`src/rtl/mvt_pkg.sv`:
```
// ----------------------------------------------------------------------------
// mvt_pkg
// Shared types and constants of the 4x4 matrix-vector transform: lane
// geometry, Q8.8 limits, register indexes and the identity reset matrix.
// ----------------------------------------------------------------------------
package mvt_pkg;

   // Geometry: four rows, four columns, signed Q8.8 operands and results
   localparam int LANES    = 4;
   localparam int COEF_W   = 16;
   localparam int PROD_W   = 2 * COEF_W;
   localparam int SUM_W    = PROD_W + 2;
   localparam int FRAC_W   = 8;
   localparam int SHR_W    = SUM_W - FRAC_W;
   localparam int ADDR_W   = 5;
   localparam int DATA_W   = LANES * COEF_W;

   // Saturation limits of the Q8.8 result
   localparam logic [COEF_W-1:0] Q_MAX_C = 16'h7FFF;
   localparam logic [COEF_W-1:0] Q_MIN_C = 16'h8000;

   // One row holds four coefficients, column 0 in the low lane
   typedef logic [LANES-1:0][COEF_W-1:0] row_type;
   typedef row_type [LANES-1:0] matrix_type;

   // Register indexes of the configuration port
   typedef enum logic [1:0] {
      REG_ROW_0,
      REG_ROW_1,
      REG_ROW_2,
      REG_ROW_3
   } reg_index_type;

   // Identity matrix: 1.0 (0x0100) on the diagonal
   localparam row_type ROW_0_RESET_C = 64'h0000_0000_0000_0100;
   localparam row_type ROW_1_RESET_C = 64'h0000_0000_0100_0000;
   localparam row_type ROW_2_RESET_C = 64'h0000_0100_0000_0000;
   localparam row_type ROW_3_RESET_C = 64'h0100_0000_0000_0000;

   // Pipeline advance controls handed to every lane
   typedef struct packed {
      logic load_s1;
      logic load_s2;
   } pipe_ctl_type;

   // One lane's finished component
   typedef struct packed {
      logic [COEF_W-1:0] value;
      logic              sat;
   } lane_result_type;

   typedef lane_result_type [LANES-1:0] lane_results_type;

endpackage

```
`src/rtl/mvt_merge.sv`:
```
// ----------------------------------------------------------------------------
// mvt_merge
// Output stage: gathers the four lane results, combines their saturation
// flags and holds the finished transfer until the consumer takes it.
// ----------------------------------------------------------------------------
module mvt_merge (
   input  logic                           clock,
   input  logic                           reset,
   input  logic                           lanes_valid,
   input  mvt_pkg::lane_results_type      lanes,
   output logic                           out_free,
   output logic                           rsp_valid,
   input  logic                           rsp_stall,
   output logic [mvt_pkg::COEF_W-1:0]     rsp_out_x,
   output logic [mvt_pkg::COEF_W-1:0]     rsp_out_y,
   output logic [mvt_pkg::COEF_W-1:0]     rsp_out_z,
   output logic [mvt_pkg::COEF_W-1:0]     rsp_out_w,
   output logic                           rsp_saturated
);

   logic                      valid_ff;
   logic                      valid_in;
   logic                      load;
   logic                      sat_any;
   mvt_pkg::lane_results_type lanes_ff;
   logic                      sat_ff;

   // The slot frees when empty or when its transfer completes this cycle
   assign out_free = !valid_ff || !rsp_stall;
   assign load     = lanes_valid && out_free;
   assign valid_in = out_free ? lanes_valid : valid_ff;

   // Flag the item if any lane clamped
   always_comb begin
      sat_any = 1'b0;
      for (int r = 0; r < mvt_pkg::LANES; r++) begin
         sat_any = sat_any || lanes[r].sat;
      end
   end

   always_ff @(posedge clock) begin
      if (reset) begin
         valid_ff <= 1'b0;
      end else begin
         valid_ff <= valid_in;
      end
   end

   always_ff @(posedge clock) begin
      if (load) begin
         lanes_ff <= lanes;
         sat_ff   <= sat_any;
      end
   end

   assign rsp_valid     = valid_ff;
   assign rsp_out_x     = lanes_ff[0].value;
   assign rsp_out_y     = lanes_ff[1].value;
   assign rsp_out_z     = lanes_ff[2].value;
   assign rsp_out_w     = lanes_ff[3].value;
   assign rsp_saturated = sat_ff;

endmodule

```
`config.mk`:
```
export PLATFORM = sky130hd
export DESIGN_NAME = mvt_merge
export DESIGN_NICKNAME = d
export VERILOG_FILES = /design/src/rtl/mvt_pkg.sv /design/src/rtl/mvt_merge.sv
export SDC_FILE = /design/constraint.sdc
export NUM_CORES = 1
export LEC_CHECK = 0
export BUFFER_PORTS_ARGS = -buffer_cell sky130_fd_sc_hd__clkbuf_2
export CAP_MARGIN = 10
export CORE_AREA = 3 3 65 98
export DETAILED_ROUTE_END_ITERATION = 10
export DIE_AREA = 0 0 68 101
export PLACE_DENSITY = 0.73
export SLEW_MARGIN = 20
export SYNTH_ARGS = -nofsm -noshare
export SYNTH_HDL_FRONTEND = slang
export SYNTH_SLANG_ARGS = --single-unit
```
`constraint.sdc`:
```
create_clock -name clock -period 2.65 [get_ports clock]
set_input_delay 0.53 -clock clock [delete_from_list [all_inputs] [get_ports clock]]
set_output_delay 0.53 -clock clock [all_outputs]
set_load 0.005 [all_outputs]
```
==> summary.md <==
| Metric | Value |
|---|---|
| Synth async-reset ratio | 0 |
| N_diodes | 0 |
| Syn Area/Cell | 28.1 um2 |
| Initial DRC Count | 39 |
| CORE AREA | 5700 um2 |
| CTS Buf Count | 9 |
| Slew Viols, Final | 0 |
| Max Freq | 0.714 GHz |
| Final Util | 0.530 |
| Hold Worst Slack | 344 ps |
| Clk_skew | 8.36 ps |
| Worst setup path startpoint | rsp_valid |
| Final Hold Vio Count | 0 |
| Post-CTS sizing | 0 |
| Hold EP | rsp_valid |
| Kind of critical path | reg -> out |
| Reg2Reg Setup Slack | 1350 ps |
| Worst Hold Class | in -> reg |
| Worst-path cell chain | nand2_1 > clkbuf_2 |
| Final worst setup slack | 1250 ps |
| Total Routing Usage GR | 0.134 |
| Die ar. | 6870 um2 |
| Post-synth top area share | 0.977 |
| Post-Route WL | 4.25 mm |
| Max VDD drop | 0.509 mV |
| Hold depth | 2 |
| Hold buffers post-CTS | 0 |
| Clk sinks | 66 |
| Cell Rows | 34 |
| Via count | 1,256 |
| Global placer's final weighted congestion | 0.693 |
| H-tree levels | 3 |
| Reg2reg start | rsp_valid |
| Max_cap viols | 0 |
| Starting Density | 0.351 |
| Vias per cell | 4.20 |
| Slowest CP cell | dfxtp_1 |
| Synth warnings | 0 |
| Cell Area, Synth | 2000 um2 |
| Yosys reg bits | 66 |
| Area leader, netlist | edfxtp_1 |
| Hpwl dp | 3.38 mm |
| Largest net degree at the start of global routing | 37 |
| Post-CTS Setup Inserts | 0 |
| Drc violations | 0 |
| First-pass GRT wire length | 6.18 mm |
| CTS max path bufs | 2 |
| Final net count | 294 |
| Worst Path Arrival | 870 ps |
| CP Data Required Time | 2120 ps |
| Root Driver | clkbuf_8 |
| Layout cell share with drive strength beyond 1 | 0.692 |
| Seq/Total Area, Yosys | 0.987 |
| CP Launch Type | flip-flop |
| Pleak | 0.00134 uW |
| Post-synth EDFFs | 65 |
| CTS tree | yes |
| Die Span Y | 101 um |
| Vias in the first global route | 1,277 |
| 1st-pass router iterations | 4 |
| Clock slew at reported path FFs | 70 ps |
| Worst-Margin Slew | 435 ps |
| Top_reg_cell synth | edfxtp_1 |
| Worst skew pair latency | 340 ps |
| # port buffers | 138 |
| Filler cells | 478 |
| Worst r2r path cells | 3 |
| Die X | 68 um |
| Final period util | 0.529 |
| Place WS | 1050 ps |
| Initial antenna violation count | 0 |
| Post-synthesis cell type count | 7 |
| Hold path start | reset |
| GRT overflow | 0 |
| Most common cell in the netlist | edfxtp_1 |
| Max FO, Critical Path | 3 |
| Outcome | finished, final reports clean |
| RSZ-0062 raised after global routing | false |
| Crit-path max cell delay | 350 ps |
| Cells after Synth | 71 |
| Routed len/inst | 14.2 um |
| Power per standard cell area | 762 nW/um2 |
| Post-synthesis net count | 143 |
| Synth-to-Final Area Change | 51.3% |
| Post-route ant nets | 0 |
| Final TNS setup | 0 ps |
| Worst setup EP type | output port |
| Final setup violation count | 0 |
| Reg-to-Reg End | rsp_out_y[2] |
| Relative slew slack | 0.710 |
| Fin crit period | 1400 ps |
| # IOs | 139 |
| Top cells by area, synth | edfxtp_1, dfxtp_1, or4_1 |
[area by class of cell]
| cell class | instances | area (um2) | share of cell area |
|---|---|---|---|
| Sequential cell | 66 | 1970 | 0.652 |
| Tap cell | 72 | 90.1 | 0.0298 |
| Clock inverter | 6 | 90.1 | 0.0298 |
| Timing Repair Buffer | 140 | 706 | 0.233 |
| Multi-Input combinational cell | 5 | 27.5 | 0.00911 |
| Clock buffer | 10 | 138 | 0.0455 |
[per-layer routing]
metal | GRT usage | part of all wire | vias to the layer above | routed length (um)
met5 | 0 | 0 | - | 0
met4 | 0.0735 | 0.023 | 0 | 99
met3 | 0.0759 | 0.10 | 8 | 431
met2 | 0.209 | 0.52 | 79 | 2220
met1 | 0.138 | 0.35 | 580 | 1500
li1 | - | - | 589 | -
[how the worst max path moves through the flow]
stage	end	slack, ps	depth (start not counted)
final	out_free	1250	2
after global routing	out_free	1170	2
after CTS	out_free	1220	2
after detailed placement	rsp_out_y[2]	1050	4
after global placement	rsp_out_y[8]	1070	4
after floorplan	rsp_out_w[0]	60	2
[power by group]
part	switching (uW)	internal (uW)	total (uW)
Sequential	14.4	1220	1230
Combinational	68.5	76.0	145
Clock	368	556	925
Total	451	1850	2300
[per-stage QoR]
stage | instances | cell area (um2) | total power [uW]
after global placement | 283 | 2800 | 1400
after global routing | 299 | 3020 | 2400
final | 299 | 3020 | 2300
after detailed placement | 283 | 2800 | 1410
after floorplan | 71 | 2000 | 1290
after CTS | 299 | 3020 | 2340
[worst max-delay path: cells and delay by family, from the launching register on]
kind / cells / cell delay, ps
flip-flops: 1 / 350
buffers and inverters: 1 / 110
AND/OR/NAND/NOR: 1 / 70
[cell usage in the layout, fill, tap and decap left out]
cell / Yosys / routed
clkbuf_2: 0 / 138
edfxtp_1: 65 / 65
clkbuf_8: 0 / 10
bufinv_16: 0 / 2
clkinv_4: 0 / 2
buf_4: 0 / 2
nand2_1: 1 / 1
or4_1: 1 / 1
a21oi_1: 1 / 1
nor2_1: 1 / 1
and2_2: 0 / 1
clkinv_2: 0 / 1
clkinvlp_4: 0 / 1
dfxtp_1: 1 / 1
[sequential cells by signal, summed over array words and instances (netlist names)]
name	count
rsp_out_x	16
rsp_valid	1
rsp_out_w	16
rsp_saturated	1
rsp_out_z	16
rsp_out_y	16
[kinds of logic (layout without fill, tap and decap cells)]
logic type / count (synthesis) / in the layout / synth area share
DFF: 66 / 66 / 0.987
and+or+nand+nor: 4 / 4 / 0.0106
AOI/OAI and AO/OA: 1 / 1 / 0.00250
buffers and inverters: 0 / 156 / 0
(Power assumes the default switching activity.)
