==> config.mk <==
export PLATFORM = sky130hd
export DESIGN_NAME = mvt_lane
export DESIGN_NICKNAME = d
export VERILOG_FILES = /design/src/rtl/mvt_pkg.sv /design/src/rtl/mvt_lane.sv
export SDC_FILE = /design/constraint.sdc
export NUM_CORES = 2
export LEC_CHECK = 0
export BUFFER_PORTS_ARGS = -buffer_cell sky130_fd_sc_hd__buf_2
export CAP_MARGIN = 30
export CORE_ASPECT_RATIO = 1.75
export CORE_UTILIZATION = 65
export DETAILED_ROUTE_END_ITERATION = 6
export GPL_TIMING_DRIVEN = 0
export PLACE_DENSITY = 0.83
export SETUP_SLACK_MARGIN = 0.15
export SLEW_MARGIN = 20
export SYNTH_ARGS = -nofsm -noshare
export SYNTH_HDL_FRONTEND = slang
export SYNTH_SLANG_ARGS = --single-unit
==> constraint.sdc <==
create_clock -name clock -period 7.8 [get_ports clock]
set_input_delay 0.39 -clock clock [delete_from_list [all_inputs] [get_ports clock]]
set_output_delay 0.39 -clock clock [all_outputs]
set_load 0.05 [all_outputs]
==> src/rtl/mvt_pkg.sv <==
// ----------------------------------------------------------------------------
// mvt_pkg
// Shared types and constants of the 4x4 matrix-vector transform: lane
// geometry, Q8.8 limits, register indexes and the identity reset matrix.
// ----------------------------------------------------------------------------
package mvt_pkg;

   // Geometry: four rows, four columns, signed Q8.8 operands and results
   localparam int LANES    = 4;
   localparam int COEF_W   = 16;
   localparam int PROD_W   = 2 * COEF_W;
   localparam int SUM_W    = PROD_W + 2;
   localparam int FRAC_W   = 8;
   localparam int SHR_W    = SUM_W - FRAC_W;
   localparam int ADDR_W   = 5;
   localparam int DATA_W   = LANES * COEF_W;

   // Saturation limits of the Q8.8 result
   localparam logic [COEF_W-1:0] Q_MAX_C = 16'h7FFF;
   localparam logic [COEF_W-1:0] Q_MIN_C = 16'h8000;

   // One row holds four coefficients, column 0 in the low lane
   typedef logic [LANES-1:0][COEF_W-1:0] row_type;
   typedef row_type [LANES-1:0] matrix_type;

   // Register indexes of the configuration port
   typedef enum logic [1:0] {
      REG_ROW_0,
      REG_ROW_1,
      REG_ROW_2,
      REG_ROW_3
   } reg_index_type;

   // Identity matrix: 1.0 (0x0100) on the diagonal
   localparam row_type ROW_0_RESET_C = 64'h0000_0000_0000_0100;
   localparam row_type ROW_1_RESET_C = 64'h0000_0000_0100_0000;
   localparam row_type ROW_2_RESET_C = 64'h0000_0100_0000_0000;
   localparam row_type ROW_3_RESET_C = 64'h0100_0000_0000_0000;

   // Pipeline advance controls handed to every lane
   typedef struct packed {
      logic load_s1;
      logic load_s2;
   } pipe_ctl_type;

   // One lane's finished component
   typedef struct packed {
      logic [COEF_W-1:0] value;
      logic              sat;
   } lane_result_type;

   typedef lane_result_type [LANES-1:0] lane_results_type;

endpackage

==> src/rtl/mvt_lane.sv <==
// ----------------------------------------------------------------------------
// mvt_lane
// One row of the transform: four signed 16x16 products in the first stage,
// then the exact sum, floor shift by 8 and Q8.8 saturation in the second.
// ----------------------------------------------------------------------------
module mvt_lane (
   input  logic                      clock,
   input  mvt_pkg::pipe_ctl_type     ctl,
   input  mvt_pkg::row_type          row,
   input  mvt_pkg::row_type          vec,
   output mvt_pkg::lane_result_type  result
);

   logic signed [mvt_pkg::PROD_W-1:0] prod_ff [mvt_pkg::LANES];
   logic signed [mvt_pkg::PROD_W-1:0] prod_in [mvt_pkg::LANES];
   logic signed [mvt_pkg::SUM_W-1:0]  sum;
   logic signed [mvt_pkg::SHR_W-1:0]  shr;
   logic                              sat_hi;
   logic                              sat_lo;
   mvt_pkg::lane_result_type          result_ff;
   mvt_pkg::lane_result_type          result_in;

   // Multiply each coefficient by its vector component
   always_comb begin
      for (int c = 0; c < mvt_pkg::LANES; c++) begin
         prod_in[c] = $signed(row[c]) * $signed(vec[c]);
      end
   end

   always_ff @(posedge clock) begin
      if (ctl.load_s1) begin
         prod_ff <= prod_in;
      end
   end

   // Sum the products exactly in Q18.16
   always_comb begin
      sum = '0;
      for (int c = 0; c < mvt_pkg::LANES; c++) begin
         sum = sum + mvt_pkg::SUM_W'(prod_ff[c]);
      end
   end

   // Drop the low fraction bits (floor) and clamp to Q8.8
   assign shr    = sum[mvt_pkg::SUM_W-1:mvt_pkg::FRAC_W];
   assign sat_hi = !shr[mvt_pkg::SHR_W-1] &&
                   (shr[mvt_pkg::SHR_W-2:mvt_pkg::COEF_W-1] != '0);
   assign sat_lo = shr[mvt_pkg::SHR_W-1] &&
                   (shr[mvt_pkg::SHR_W-2:mvt_pkg::COEF_W-1] != '1);

   always_comb begin
      result_in.sat = sat_hi || sat_lo;
      if (sat_hi) begin
         result_in.value = mvt_pkg::Q_MAX_C;
      end else if (sat_lo) begin
         result_in.value = mvt_pkg::Q_MIN_C;
      end else begin
         result_in.value = shr[mvt_pkg::COEF_W-1:0];
      end
   end

   always_ff @(posedge clock) begin
      if (ctl.load_s2) begin
         result_ff <= result_in;
      end
   end

   assign result = result_ff;

endmodule

==> results.md <==
Route:
- The detailed router placed approximately 33k vias in this run.
- After detailed routing, the number of remaining DRC violations is 3.
- The first-iteration detailed-routing DRC count is between 2k and 2.5k.
- The routed design has 118 mm of wire.
- The first detailed-routing pass ran for 7 iterations.
- Once detail routing completed, the nets flagged for antenna violations numbered 0.
- The number of vias per cell after detailed routing is ~5.7.
- The detail-routed net length per standard cell is just over 20 um.

Clock tree:
- The clock tree from TritonCTS is done.
- After clock tree synthesis, the clock-pin slew on the worst setup and hold paths is about 0.06 ns.
- The worst-skew pair later-pin latency is approximately 0.43 ns.
- The maximum level of the CTS H-tree is 4.
- The total of hold buffers inserted after clock tree synthesis is 0.
- Buffers inserted during clock tree synthesis total 17.
- The number of buffers inserted to repair setup after CTS is 0.
- The count of clock tree sinks is 145.
- The clock root buffer is sky130_fd_sc_hd__clkbuf_16.
- In this run the deepest clock path goes through 2 buffers.
- Gates resized during post-CTS repair numbered 0.

Global routing:
- The global routing met1 resource utilization is 0.381.
- For met3 alone, demand over resource in global routing was 0.0457.
- The aggregate global-route resource usage is 0.350.
- The global-route wire length before repair is 191 mm.
- The initial antenna violation count was 2.
- The overall overflow remaining after global route is 0.
- The via count of the first global-routing pass was approximately 37k.
- Entering global routing, the biggest net connects between 60 and 70 pins.
- The global routing's busiest layer is met2.
- For met2 alone, demand over resource in global routing was 0.622.

Synth:
- Counting flops with an async set or reset pin after synthesis yields a share of 0.
- After synthesis the netlist holds a flip-flop and latch count of 145.
- The synthesized instance count is approximately 4.7k.
- Among all flip-flop cells after synthesis, the most frequent one is sky130_fd_sc_hd__edfxtp_1.
- The count of warnings emitted by yosys is 0.
- The number of different library cells in the post-synthesis netlist is 70.
- The mean cell area of the mapped netlist is around 9.8 um^2.
- The area of the mapped netlist is roughly 0.046 mm^2.
- The share of synthesized area occupied by flip-flops and latches is 0.0945.
- Synthesis produced a netlist with a net count of 6,294.
- The count of flip-flops with a built-in enable after synthesis is 145.

Cells and area:
- The area occupied by registers is around 0.0044 mm^2.
- Leaving out filler cells and counting taps, the final layout contains between 5k and 6k.
- Counting the fill cells in the layout gives between 5k and 6k.
- Compared with the post-synthesis result, the final layout area differs by 5.39%.
- The multi-input gate area in the final layout is between 0.03 and 0.04 mm^2.
- The library cell used most frequently in the layout, excluding fill and tap cells, is sky130_fd_sc_hd__inv_1.
- The post-layout net count is ~6.5k.
- In the layout the commonest cells are 1,167 x sky130_fd_sc_hd__inv_1, 1,112 x sky130_fd_sc_hd__fa_1, 505 x sky130_fd_sc_hd__and2_1.
- Of the cells placed in the final design, the portion with a size suffix greater than 1 is 0.0404.

Min path:
- Counting instances, the worst hold path has a depth of 2.
- The class of the worst hold path is in2reg.
- The origin of the worst min-delay path is vec[16].
- The path with the worst hold slack has its endpoint at prod_ff[64]$_DFFE_PP_.

Timing:
- Setup repair after global routing left no endpoint under its margin.
- The worst slew margin relative to its limit is 0.492.
- In the finished design, the share of the clock period the worst path needs comes to 0.936.
- The final count of negative-setup-slack endpoints is 0.
- The worst path in the final design needs a cycle of approximately 7.3 ns, including I/O delays and setup.
- The clock arrives with around 0.012 ns of skew.
- The final count of hold timing violations is 0.
- The maximum achievable frequency is roughly 140 MHz.
- The number of max-slew violations in the final report is 0.
- The actual transition at the worst max-transition pin is about 0.75 ns.

Run status:
- The flow ran to the end, but the final reports show violations.
- The final reports fail on design-rule violations.

Critical path:
- The endpoint of the most critical register-to-register path is result[10]$_SDFFCE_PP1P_.
- The register-to-register setup slack is roughly 2.6 ns.
- The kind of end point of the critical path is a flop.
- The data arrival time at the worst-slack endpoint is about 7.5 ns.
- The maximum fanout count along the critical path is 10.
- The startpoint of the worst-slack reg-to-reg timing path is prod_ff[6]$_DFFE_PP_.
- STA puts the critical path data required time at around 8.0 ns.
- By startpoint and endpoint, the worst setup path is classified as in2reg.
- The critical path launch point type is an input port.
- Measured in cells, the most critical reg-to-reg path has a length of 15.

Die:
- 148 I/O pins were placed.
- The count of standard-cell rows is 128.
- The total die area is a little over 0.07 mm^2.
- The chip width is 203 um.
- The placeable core region is between 0.06 and 0.07 mm^2.
- The die is between 300 and 400 um tall.
- For this configuration, the core starts out at a cell density of 0.660.

Place:
- After detailed placement, the design holds a cell count of between 5k and 6k.
- The count of input and output buffers is between 100 and 150.
- At the end of routability-driven placement, the weighted congestion stood at a little over 1.
- The detailed placer's ending HPWL is 103 mm.

Job:
- The number of max-cap violations is 0.
final cells by class:
cell class / count / area share
inverter: 1167 / 0.0902
antenna: 1 / 0.0000516
sequential: 145 / 0.0897
tap: 910 / 0.0235
timing repair buffer: 148 / 0.0159
multi-input combinational: 3247 / 0.758
clock buffer: 19 / 0.00892
buffer: 133 / 0.0106
clock inverter: 12 / 0.00276
sequential cells by signal (all words and copies together), names as in the netlist:
register,count
result,17
prod_ff,128
critical path, cell delays in order:
cell	delay, ns
sky130_fd_sc_hd__buf_2	0.21
sky130_fd_sc_hd__clkbuf_1	0.50
sky130_fd_sc_hd__nand2_1	0.17
sky130_fd_sc_hd__fa_1	0.53
sky130_fd_sc_hd__fa_1	0.51
sky130_fd_sc_hd__fa_1	0.53
sky130_fd_sc_hd__inv_1	0.06
sky130_fd_sc_hd__fa_1	0.54
sky130_fd_sc_hd__fa_1	0.50
sky130_fd_sc_hd__inv_1	0.05
sky130_fd_sc_hd__fa_1	0.47
sky130_fd_sc_hd__inv_1	0.05
sky130_fd_sc_hd__ha_1	0.34
sky130_fd_sc_hd__and3_1	0.24
sky130_fd_sc_hd__a221oi_1	0.37
sky130_fd_sc_hd__o211ai_1	0.20
sky130_fd_sc_hd__a311o_1	0.40
sky130_fd_sc_hd__a211oi_1	0.31
sky130_fd_sc_hd__o21ai_0	0.24
sky130_fd_sc_hd__a31oi_1	0.33
sky130_fd_sc_hd__nor2_1	0.11
sky130_fd_sc_hd__a211oi_2	0.39
how the worst max path moves through the flow:
stage | from | to | slack [ns] | cells after the start
2_1_floorplan | row[43] | prod_ff[61]$_DFFE_PP_ | 1.56 | 21
5_1_grt | row[44] | prod_ff[63]$_DFFE_PP_ | 0.14 | 22
3_5_place_dp | row[44] | prod_ff[63]$_DFFE_PP_ | -0.05 | 22
3_3_place_gp | row[44] | prod_ff[63]$_DFFE_PP_ | -0.07 | 22
4_1_cts | row[44] | prod_ff[63]$_DFFE_PP_ | 0.34 | 22
6_report | row[44] | prod_ff[63]$_DFFE_PP_ | 0.50 | 22
cells by family (layout without fill, tap and decap cells):
family	count (synthesis)	count (layout)	share of synthesized area
adders and majority gates	1471	1471	0.581
buffers and inverters	1300	1479	0.106
and+or+nand+nor	1283	1283	0.141
AOI/OAI and AO/OA	339	339	0.0478
xor gates and xnor gates	153	153	0.0293
DFF	145	145	0.0945
muxes	1	1	0.000217
other	0	1	0
Yosys cell counts, types with 3 or more instances:
cell type                      n  area [um^2]
sky130_fd_sc_hd__xor2_1       36          315
sky130_fd_sc_hd__o211ai_1      7         52.6
sky130_fd_sc_hd__and3_1       20          125
sky130_fd_sc_hd__nor4_1        6         37.5
sky130_fd_sc_hd__a21o_1       50          375
sky130_fd_sc_hd__nor2b_1      12         75.1
sky130_fd_sc_hd__nand3b_1      5         37.5
sky130_fd_sc_hd__inv_1      1167         4380
sky130_fd_sc_hd__nor2_1      107          402
sky130_fd_sc_hd__a211oi_1      9         67.6
sky130_fd_sc_hd__o2111ai_1     4         35.0
sky130_fd_sc_hd__a31o_2        3         26.3
sky130_fd_sc_hd__fa_1       1112        22300
sky130_fd_sc_hd__a211o_1       4         35.0
sky130_fd_sc_hd__o31ai_1       8         60.1
sky130_fd_sc_hd__o21a_1       10         75.1
sky130_fd_sc_hd__or3_1         5         31.3
sky130_fd_sc_hd__o21bai_1     24          180
sky130_fd_sc_hd__a41oi_1       6         52.6
sky130_fd_sc_hd__o21ai_0      66          330
sky130_fd_sc_hd__a21oi_1     100          500
sky130_fd_sc_hd__a2111o_1      4         45.0
sky130_fd_sc_hd__edfxtp_1    145         4350
sky130_fd_sc_hd__clkbuf_1    129          484
sky130_fd_sc_hd__nand2_1     501         1880
sky130_fd_sc_hd__xnor2_1     116         1020
sky130_fd_sc_hd__and2_1      505         3160
sky130_fd_sc_hd__nand4_1       7         43.8
sky130_fd_sc_hd__nor3_1       29          145
sky130_fd_sc_hd__nor3b_1       6         45.0
sky130_fd_sc_hd__ha_1        359         4490
sky130_fd_sc_hd__or2_2         5         31.3
sky130_fd_sc_hd__a31oi_1      16          100
sky130_fd_sc_hd__nand2b_1     32          200
sky130_fd_sc_hd__nand3_1      32          160
per-layer routing:
layer	up-vias	wire [um]	share of wire
met2	1422	62100	0.53
met4	2	10800	0.091
met3	559	6860	0.058
met1	16840	38400	0.32
li1	14302	-	-
met5	-	12	0.00010
stage by stage:
step                      instance area, um^2  hold WS [ns]  setup slack (ns)  TNS (ns)  utilization
final                                   48500         0.341             0.497         0        0.695
after global routing                    48500         0.327             0.140         0        0.695
after CTS                               48500         0.318             0.343         0        0.695
after detailed placement                48000         0.772           -0.0514   -0.0514        0.687
after global placement                  47900         0.781           -0.0695   -0.0695        0.686
after floorplan                         46100         0.502              1.56         0            -
Power is not shown: default switching activity piles up to over one toggle a cycle in this logic, so the estimate is an artifact.
