===== src/rtl/mvt_pkg.sv =====
// ----------------------------------------------------------------------------
// mvt_pkg
// Shared types and constants of the 4x4 matrix-vector transform: lane
// geometry, Q8.8 limits, register indexes and the identity reset matrix.
// ----------------------------------------------------------------------------
package mvt_pkg;

   // Geometry: four rows, four columns, signed Q8.8 operands and results
   localparam int LANES    = 4;
   localparam int COEF_W   = 16;
   localparam int PROD_W   = 2 * COEF_W;
   localparam int SUM_W    = PROD_W + 2;
   localparam int FRAC_W   = 8;
   localparam int SHR_W    = SUM_W - FRAC_W;
   localparam int ADDR_W   = 5;
   localparam int DATA_W   = LANES * COEF_W;

   // Saturation limits of the Q8.8 result
   localparam logic [COEF_W-1:0] Q_MAX_C = 16'h7FFF;
   localparam logic [COEF_W-1:0] Q_MIN_C = 16'h8000;

   // One row holds four coefficients, column 0 in the low lane
   typedef logic [LANES-1:0][COEF_W-1:0] row_type;
   typedef row_type [LANES-1:0] matrix_type;

   // Register indexes of the configuration port
   typedef enum logic [1:0] {
      REG_ROW_0,
      REG_ROW_1,
      REG_ROW_2,
      REG_ROW_3
   } reg_index_type;

   // Identity matrix: 1.0 (0x0100) on the diagonal
   localparam row_type ROW_0_RESET_C = 64'h0000_0000_0000_0100;
   localparam row_type ROW_1_RESET_C = 64'h0000_0000_0100_0000;
   localparam row_type ROW_2_RESET_C = 64'h0000_0100_0000_0000;
   localparam row_type ROW_3_RESET_C = 64'h0100_0000_0000_0000;

   // Pipeline advance controls handed to every lane
   typedef struct packed {
      logic load_s1;
      logic load_s2;
   } pipe_ctl_type;

   // One lane's finished component
   typedef struct packed {
      logic [COEF_W-1:0] value;
      logic              sat;
   } lane_result_type;

   typedef lane_result_type [LANES-1:0] lane_results_type;

endpackage


===== src/rtl/mvt_csr.sv =====
// ----------------------------------------------------------------------------
// mvt_csr
// Configuration registers: four 64-bit matrix rows on an APB-style port,
// resetting to the identity matrix.
// ----------------------------------------------------------------------------
module mvt_csr (
   input  logic                          clock,
   input  logic                          reset,
   input  logic                          csr_psel,
   input  logic                          csr_penable,
   input  logic                          csr_pwrite,
   input  logic [mvt_pkg::ADDR_W-1:0]    csr_paddr,
   input  logic [mvt_pkg::DATA_W-1:0]    csr_pwdata,
   output logic [mvt_pkg::DATA_W-1:0]    csr_prdata,
   output logic                          csr_pready,
   output mvt_pkg::matrix_type           matrix
);

   mvt_pkg::matrix_type    matrix_ff;
   mvt_pkg::matrix_type    matrix_in;
   mvt_pkg::reg_index_type index;
   logic                   write_en;

   // Decode the row from the 8-byte register slot
   assign index      = mvt_pkg::reg_index_type'(csr_paddr[mvt_pkg::ADDR_W-1:3]);
   assign write_en   = csr_psel && csr_penable && csr_pwrite;
   assign csr_pready = 1'b1;

   // Update the addressed row on the access cycle of a write
   always_comb begin
      matrix_in = matrix_ff;
      if (write_en) begin
         case (index)
            mvt_pkg::REG_ROW_0: matrix_in[0] = csr_pwdata;
            mvt_pkg::REG_ROW_1: matrix_in[1] = csr_pwdata;
            mvt_pkg::REG_ROW_2: matrix_in[2] = csr_pwdata;
            mvt_pkg::REG_ROW_3: matrix_in[3] = csr_pwdata;
            default:            matrix_in    = matrix_ff;
         endcase
      end
   end

   always_ff @(posedge clock) begin
      if (reset) begin
         matrix_ff[0] <= mvt_pkg::ROW_0_RESET_C;
         matrix_ff[1] <= mvt_pkg::ROW_1_RESET_C;
         matrix_ff[2] <= mvt_pkg::ROW_2_RESET_C;
         matrix_ff[3] <= mvt_pkg::ROW_3_RESET_C;
      end else begin
         matrix_ff <= matrix_in;
      end
   end

   // Return the addressed row on reads
   always_comb begin
      case (index)
         mvt_pkg::REG_ROW_0: csr_prdata = matrix_ff[0];
         mvt_pkg::REG_ROW_1: csr_prdata = matrix_ff[1];
         mvt_pkg::REG_ROW_2: csr_prdata = matrix_ff[2];
         mvt_pkg::REG_ROW_3: csr_prdata = matrix_ff[3];
         default:            csr_prdata = '0;
      endcase
   end

   assign matrix = matrix_ff;

endmodule


===== config.mk =====
export PLATFORM = sky130hd
export DESIGN_NAME = mvt_csr
export DESIGN_NICKNAME = d
export VERILOG_FILES = /design/src/rtl/mvt_pkg.sv /design/src/rtl/mvt_csr.sv
export SDC_FILE = /design/constraint.sdc
export NUM_CORES = 1
export LEC_CHECK = 0
export ABC_AREA = 1
export BUFFER_PORTS_ARGS = -buffer_cell sky130_fd_sc_hd__buf_2
export CORE_ASPECT_RATIO = 0.8
export CORE_UTILIZATION = 48
export DETAILED_ROUTE_END_ITERATION = 6
export PLACE_DENSITY = 0.76
export REMOVE_ABC_BUFFERS = 1
export SYNTH_ARGS = -nofsm -noshare
export SYNTH_HDL_FRONTEND = slang
export SYNTH_SLANG_ARGS = --single-unit

===== constraint.sdc =====
create_clock -name clock -period 2.1 [get_ports clock]
set_input_delay 0.525 -clock clock [delete_from_list [all_inputs] [get_ports clock]]
set_output_delay 0.525 -clock clock [all_outputs]
set_load 0.05 [all_outputs]

==> metrics.md, run 1 <==
| Metric | Value |
|---|---|
| Status | finished clean |
| Min Hold Slack | approximately 0.24 ns |
| CP cell instances | buf_6 > inv_4 > nor2_8 > buf_12 > nand2_1 > nand4_1 > buf_6 |
| WL per Instance | between 15 and 20 um |
| WP data required | approximately 1.6 ns |
| Reg power frac | 0.444 |
| Placer congestion estimate | roughly 0.86 |
| Die Width | about 180 um |
| Core area | 24400 um^2 |
| Crit-path max FO | 18 |
| Library cells used by synthesis | 20 |
| Hold crit path type | in2reg |
| TritonCTS clock tree | done |
| CP endpoint kind | output port |
| Post-synth EDFFs | 0 |
| Synth Register Bits | around 260 |
| Startpoint Class | input port |
| Post-synth top area share | 0.429 |
| Tmin final | roughly 2.1 ns |
| Gr ovfl total | 0 |
| Util after Layout | 0.645 |
| Most common cell in the netlist | nand2_1 |
| Synth Cell Area | about 12000 um^2 |
| Max reg flops | approximately 260 |
| IO Pins | slightly below 400 |
| Post-DP HPWL | between 20000 and 30000 um |
| Via count | about 13000 |
| Max Clk Rate | around 0.48 GHz |
| Post-synth top area cell | dfxtp_1 |
| First-pass GRT wire length | slightly above 60000 um |
| Clk Latency, worst-skew pair | about 0.5 ns |
| Syn-to-layout area delta | 31.7% |
| Clock Skews | 0 ns |
| Final setup fails | 0 |
| Via density | 5.21 |
| Clk pwr share | 0.399 |
| Post-layout worst setup margin | approximately 0.022 ns |
| Unrepaired setup endpoints after global routing | true |
| Syn. warnings | 0 |
| PwrDens | between 700 and 800 nW/um^2 |
| Internal | ~8 mW |
| Clk pin slew, worst setup/hold paths | ~0.06 ns |
| Die ar. | between 20000 and 30000 um^2 |
| Sw frac | 0.282 |
| Multi-input logic area | roughly 5700 um^2 |
| Final ANT Viol Nets | 0 |
| Drt drc | 0 |
| Clock Tree Root | clkbuf_16 |
| Maximum VDD drop | 0.000515 V |
| Pwr Total | between 10 and 15 mW |
| Combinational share of power | 0.157 |
| Hold bufs inserted after CTS | 0 |
| Initial antenna violation count | 1 |
| Final Slew Violations | 0 |
| Drt pass-1 iters | 5 |
| P_leak | about 7.7 nW |
| Final Cycle Share | 0.990 |
| Sequential area share after synthesis | 0.429 |
| PortBufs | 390 |
| Final hold violations | 0 |
| Clock buffer depth | 3 |
| Rows | slightly above 50 |
| Avg Inst Size Synth | roughly 6.6 um^2 |
| Num CTS Buffers | 25 |
| Critical Path AT | about 1.6 ns |
| Synth area leaders | dfxtp_1 43%, nand2_1 16%, nor2_1 16% |
| Post-Layout Cell Count | between 2000 and 3000 |
| FFs w/ async S/R, synth | 0 |
| Vias in the first global route | around 11000 |
| Fillers | between 2000 and 2500 |
| Psw | ~3.2 mW |
| Finished Cell Area | between 15000 and 20000 um^2 |
| Dpl cells | between 2000 and 2500 |
| Layout cells sized above 1 | 0.242 |
| Reg area | ~5100 um^2 |
| Num Clock Sinks | 256 |
| Fin nets | 2252 |
| Critical path class | in2out |
| Die H | 143 um |
| Max capacitance violation total | 0 |
| Initial Util | 0.490 |
| # H-tree levels | 1 |
| Worst slack at placement | -0.188 ns |
| Synth Instances | between 1500 and 2000 |
| CP dominant cell by count | buf_6 |
| Setup TNS | 0 ns |
| Slowest cell delay on critical path | approximately 0.20 ns |
| Cell at the slowest stage of the critical path | nor2_8 |
| Main synth FF type | dfxtp_1 |
| Gr usage total | 0.302 |
| Cell Area, Placed | between 10000 and 15000 um^2 |
| Total length of routed wires | between 40000 and 50000 um |
| Starting DRT DRC Count | about 1200 |
| Most common library cells after synthesis | 513 x nand2_1, 504 x nor2_1, 256 x dfxtp_1, 256 x nand3_1, 65 x inv_1 |
| Largest net degree at the start of global routing | between 100 and 150 |
## repair_timing
action,in CTS,in global routing
pin swaps,3,3
setup buffers,7,3
cloned,6,1
endpoints found under the setup margin,64,30
gates resized for setup,76,25
## critical path: cells and delay by family
family,cells,cell delay [ns]
buffers and inverters,4,0.58
and+or+nand+nor,3,0.44
## cells by family after synthesis
| kind of cell | share of synthesized area |
|---|---|
| flops | 0.429 |
| other cells | 0.000314 |
| compound gates | 0.00168 |
| simple gates | 0.476 |
| buf+inv | 0.0930 |
## routing by layer
layer	wire [um]	GRT usage
met1	16400	0.383
met2	19300	0.509
met3	3760	0.0650
met4	1110	0.0995
met5	0	0
## cells in the final DEF (no fill, tap or decap), types with 2 or more instances in the layout
| master | n |
|---|---|
| buf_12 | 35 |
| clkbuf_8 | 7 |
| clkbuf_1 | 4 |
| clkbuf_16 | 26 |
| buf_2 | 324 |
| dfxtp_1 | 256 |
| buf_16 | 2 |
| o21ai_0 | 4 |
| buf_4 | 79 |
| inv_1 | 64 |
| nand4_1 | 64 |
| nand2_1 | 511 |
| buf_6 | 21 |
| clkbuf_4 | 4 |
| bufbuf_16 | 3 |
| nand2_2 | 5 |
| bufinv_16 | 2 |
| nor2_8 | 6 |
| inv_4 | 2 |
| clkinv_2 | 5 |
| nor2_1 | 504 |
| nor2_4 | 2 |
| buf_8 | 2 |
| nand3_1 | 256 |
## path summary, 6_finish.rpt
kind / start / endpoint / slack [ns] / depth (start not counted)
min: csr_pwdata[56] / matrix[248] / 0.24 / 3
min reg2reg: matrix[124] / matrix[124] / 0.50 / 2
max: csr_paddr[4] / csr_prdata[12] / 0.02 / 7
max reg2reg: matrix[88] / matrix[88] / 1.43 / 2
## final cells by class
type / count / share of cell area
clock inverter: 7 / 0.00541
multi-input combinational: 1355 / 0.363
inverter: 69 / 0.0176
clock buffer: 36 / 0.0468
sequential: 256 / 0.326
timing repair buffer: 471 / 0.215
tap: 318 / 0.0253
antenna: 1 / 0.000159
## power by group through the flow
| stage | clock network (mW) | logic (mW) | registers [mW] |
|---|---|---|---|
| 2_1_floorplan | 0 | 0.793 | 5.51 |
| 3_3_place_gp | 0 | 1.63 | 5.16 |
| 3_5_place_dp | 0 | 1.64 | 5.16 |
| 4_1_cts | 4.60 | 1.76 | 5.05 |
| 5_1_grt | 4.82 | 1.90 | 5.06 |
| 6_report | 4.54 | 1.78 | 5.05 |
No activity file was read; power rests on OpenSTA's default activity.
==> run 2: changes to the inputs <==
- CORE_UTILIZATION: 48 -> 51
- PLACE_DENSITY: 0.76 -> 0.81
==> run 2 against run 1 <==
Effect of this change: clock-buffer cell count unchanged; sequential share of layout area shrank 0.25 points; via count up 2.4%; cell count about the same; sequential power is essentially flat; core utilization increased by 5.2 points; largest cell class unchanged; the flow now finishes with violations (DRC, setup timing).
==> metrics.md, run 2 (synthesized netlist as in run 1, its figures left out) <==
| Metric | Value |
|---|---|
| Final Cycle Share | 1.00 |
| Die H | approximately 140 um |
| Critical Path AT | 1.58 ns |
| Clock Tree Root | clkbuf_16 |
| Max Clk Rate | between 0.4 and 0.5 GHz |
| Antenna cell count | 0 |
| Syn-to-layout area delta | 32.7% |
| First-pass GRT wire length | roughly 64000 um |
| Crit-path max FO | 17 |
| Post-layout worst setup margin | -0.00359 ns |
| Unrepaired setup endpoints after global routing | true |
| Cell Area, Placed | 14300 um^2 |
| Num Clock Sinks | approximately 260 |
| Hold bufs inserted after CTS | 0 |
| Placer congestion estimate | about 0.9 |
| Clock Skews | 0 ns |
| Via count | around 13000 |
| Final Slew Violations | 0 |
| Final ANT Viol Nets | 0 |
| Drt pass-1 iters | 7 |
| Core area | about 23000 um^2 |
| Dpl cells | between 2000 and 2500 |
| Gr usage total | 0.324 |
| IO Pins | roughly 400 |
| Largest net degree at the start of global routing | 115 |
| PwrDens | about 730 nW/um^2 |
| Clk pin slew, worst setup/hold paths | roughly 0.06 ns |
| Critical path class | in2out |
| Violated checks | DRC, setup timing |
| Hold crit path type | in2reg |
| Worst slack at placement | -0.180 ns |
| Initial antenna violation count | 0 |
| Initial Util | 0.525 |
| Via density | 5.33 |
| WP data required | about 1.6 ns |
| Rows | between 40 and 50 |
| Gr ovfl total | 0 |
| Startpoint Class | input port |
| Maximum VDD drop | roughly 0.00057 V |
| Drt drc | 8 |
| Setup TNS | -0.00359 ns |
| PortBufs | between 300 and 400 |
| Clk Latency, worst-skew pair | 0.53 ns |
| Starting DRT DRC Count | roughly 1300 |
| Tmin final | 2.10 ns |
| Commonest non-fill, non-tap cell in the layout | nand2_1 |
| P_leak | ~7.8 nW |
| Total length of routed wires | just over 40000 um |
| Clock buffer depth | 3 |
| Max capacitance violation total | 0 |
| Relative slew slack | 0.657 |
| Finished Cell Area | roughly 16000 um^2 |
| # H-tree levels | 1 |
| Num CTS Buffers | 27 |
| Status | finished, violations left |
| Commonest non-fill, non-tap cells in the layout | 512 x nand2_1, 504 x nor2_1, 324 x buf_2 |
| Die Width | ~170 um |
| Pwr Total | 11.6 mW |
| Die ar. | ~24000 um^2 |
| Max reg flops | between 200 and 300 |
| Layout cells sized above 1 | 0.245 |
| Post-Layout Cell Count | around 2500 |
| CP endpoint kind | output port |
| Slew @ Worst Pin | 0.514 ns |
| Final setup fails | 1 |
| Vias in the first global route | ~12000 |
| WL per Instance | approximately 16 um |
| Final hold violations | 0 |
| Fin nets | around 2300 |
| TritonCTS clock tree | done |
| Post-DP HPWL | 25700 um |
-- run 2: cell count changes in the layout (fill, tap and decap cells not counted), sizes merged --
cell / delta
buf: +3
bufbuf: -2
clkbuf: +9
clkinv: +2
clkinvlp: +1
diode: -1
inv: +2
-- run 2: path summary, 6_finish.rpt --
path | startpoint | endpoint | slack, ns | depth (start not counted)
setup / recovery | csr_paddr[4] | csr_prdata[42] | -0.004 | 8
hold / removal | csr_pwdata[24] | matrix[88] | 0.21 | 3
setup reg to reg | matrix[43] | matrix[43] | 1.46 | 2
hold reg to reg | matrix[119] | matrix[119] | 0.50 | 2
-- run 2: per-layer routing --
| layer | GRT usage | wire length, um |
|---|---|---|
| met4 | 0.129 | 1390 |
| met1 | 0.401 | 15900 |
| met5 | 0 | 0 |
| met3 | 0.0710 | 4170 |
| met2 | 0.551 | 19700 |
-- run 2: timing repair --
action                     CTS  global route
pin swaps                    3             4
gates resized for setup     64            40
setup endpoints to repair   64            54
setup buffers               10             5
cloned                       6             3
-- run 2: critical path: stages --
cell and delay (ns):
buf_8 0.13, inv_8 0.04, nor2_8 0.09, buf_12 0.14, bufbuf_16 0.31, nand2_1 0.06
nand4_1 0.10, buf_6 0.17
-- run 2: layout make-up --
type / instances / area (um^2)
Inverter: 69 / 277
Sequential cell: 256 / 5120
Clock buffer: 36 / 739
Fill cell: 1899 / 6890
Tap cell: 306 / 383
Multi-Input combinational cell: 1355 / 5720
Timing Repair Buffer: 481 / 3490
Clock inverter: 12 / 124
-- run 2: report_power, final --
part | internal [mW] | switching, mW | total (mW)
clock | 2.72 | 2.00 | 4.73
sequential | 4.96 | 0.0886 | 5.05
combinational | 0.557 | 1.27 | 1.82
total | 8.24 | 3.36 | 11.6
-- run 2: through the flow --
stage / utilization / hold WS, ns
6_report: 0.697 / 0.214
5_1_grt: 0.697 / 0.228
4_1_cts: 0.687 / 0.199
3_5_place_dp: 0.630 / 0.486
3_3_place_gp: 0.630 / 0.482
2_1_floorplan: - / 0.651
==> run 3: changes to the inputs <==
- SKIP_LAST_GASP: not set -> 1
- SLEW_MARGIN: not set -> 0
==> run 3 against run 2 <==
Effect of this change: the flow now finishes without violations; clock skew is the same; power about the same; setup slack improved by 0.010 ns; combinational power about the same; global-route usage is the same; sequential share of layout area about the same; via count fell by 0.29%; critical path type unchanged; largest power group unchanged.
==> metrics.md, run 3 (synthesized netlist as in run 1, its figures left out) <==
| Metric | Value |
|---|---|
| Finished Cell Area | 15800 um^2 |
| Clock buffer depth | 3 |
| CP endpoint kind | output port |
| Largest net degree at the start of global routing | roughly 120 |
| Via density | roughly 5.3 |
| Hold crit path type | in2reg |
| Fillers | about 1900 |
| Final setup fails | 0 |
| WL per Instance | between 15 and 20 um |
| Rows | 49 |
| Status | finished clean |
| IO Pins | 395 |
| Clk Latency, worst-skew pair | 0.53 ns |
| Startpoint Class | input port |
| Unrepaired setup endpoints after global routing | true |
| Post-Layout Cell Count | approximately 2500 |
| Tmin final | approximately 2.1 ns |
| Initial antenna violation count | 0 |
| Final ANT Viol Nets | 0 |
| Critical Path AT | 1.57 ns |
| Commonest non-fill, non-tap cells in the layout | 512 x nand2_1, 504 x nor2_1, 324 x buf_2 |
| Syn-to-layout area delta | 32.6% |
| TritonCTS clock tree | done |
| Maximum VDD drop | about 0.00057 V |
| PortBufs | slightly below 400 |
| Util after Layout | 0.697 |
| Drt pass-1 iters | 7 |
| Die ar. | 24000 um^2 |
| Clk pin slew, worst setup/hold paths | roughly 0.060 ns |
| Final hold violations | 0 |
| Vias in the first global route | ~12000 |
| P_leak | between 7 and 8 nW |
| Num CTS Buffers | 27 |
| Min Hold Slack | around 0.21 ns |
| Antenna cell count | 0 |
| Die Width | 173 um |
| Dpl cells | around 2400 |
| # H-tree levels | 1 |
| Cell at the slowest stage of the critical path | bufbuf_16 |
| Initial Util | 0.525 |
| Total length of routed wires | just over 40000 um |
| Final Cycle Share | 0.997 |
| First-pass GRT wire length | around 64000 um |
| Hold bufs inserted after CTS | 0 |
| Placer congestion estimate | 0.875 |
| Commonest non-fill, non-tap cell in the layout | nand2_1 |
| Clock Skews | 0 ns |
| Max reg flops | approximately 260 |
| Crit-path max FO | 17 |
| CP cell instances | buf_8 > inv_8 > nor2_8 > buf_12 > bufbuf_16 > nand2_1 > nand4_1 > buf_6 |
| Drt drc | 0 |
| Fin nets | between 2000 and 2500 |
| Gr ovfl total | 0 |
| Via count | roughly 13000 |
| WP data required | roughly 1.6 ns |
| Post-DP HPWL | 25700 um |
| Critical path class | in2out |
| Starting DRT DRC Count | around 1200 |
| Gr usage total | 0.324 |
| Final Slew Violations | 0 |
| Layout cells sized above 1 | 0.245 |
| Clock Tree Root | clkbuf_16 |
| Slowest cell delay on critical path | 0.30 ns |
| Max Clk Rate | approximately 0.48 GHz |
| Die H | around 140 um |
| Core area | 22700 um^2 |
| Cell Area, Placed | 14300 um^2 |
| PwrDens | between 700 and 800 nW/um^2 |
| Max capacitance violation total | 0 |
| Num Clock Sinks | approximately 260 |
[run 3: per-stage QoR]
step           setup WS [ns]  power, mW  setup TNS [ns]
3_5_place_dp          -0.180       6.81           -7.87
5_1_grt              -0.0238       11.9          -0.107
4_1_cts              -0.0659       11.6          -0.345
6_report             0.00661       11.6               0
3_3_place_gp          -0.157       6.78           -7.13
2_1_floorplan          -2.41       6.30         -645.71
[run 3: power by group]
group	switching, mW	internal (mW)	leakage, nW
Combinational	1.27	0.556	5.29
Sequential	0.0887	4.96	2.07
Clock	2.01	2.72	0.426
Total	3.36	8.24	7.79
[run 3: metal layers]
metal  vias up  track usage  share of wire
li1       6434            -              -
met1      6100        0.401           0.39
met3        95       0.0710           0.10
met4         0        0.129          0.032
met2       747        0.551           0.48
met5         -            0              0
[run 3: repair_timing]
item / 4_1_cts / 5_1_grt
gates resized for setup: 64 / 37
buffers inserted: 10 / 5
endpoints found under the setup margin: 64 / 54
cloned: 6 / 3
pin swaps: 3 / 4
[run 3: layout make-up]
class	count	area, um^2	area share
Clock inverter	12	124	0.00782
Sequential cell	256	5120	0.323
Multi-Input combinational cell	1355	5720	0.361
Timing Repair Buffer	481	3480	0.220
Clock buffer	36	739	0.0467
Tap cell	306	383	0.0242
Inverter	69	277	0.0175
[run 3: worst paths after layout]
path / from / end / slack (ns) / depth (start not counted)
worst max register to register: matrix[120] / matrix[120] / 1.46 / 2
worst min register to register: matrix[119] / matrix[119] / 0.50 / 2
worst max-delay path: csr_paddr[4] / csr_prdata[42] / 0.007 / 8
worst min-delay path: csr_pwdata[24] / matrix[88] / 0.21 / 3
[run 3: critical path: cells and delay by family]
| kind | cells | cell delay (ns) |
|---|---|---|
| buf+inv | 5 | 0.78 |
| simple gates | 3 | 0.24 |
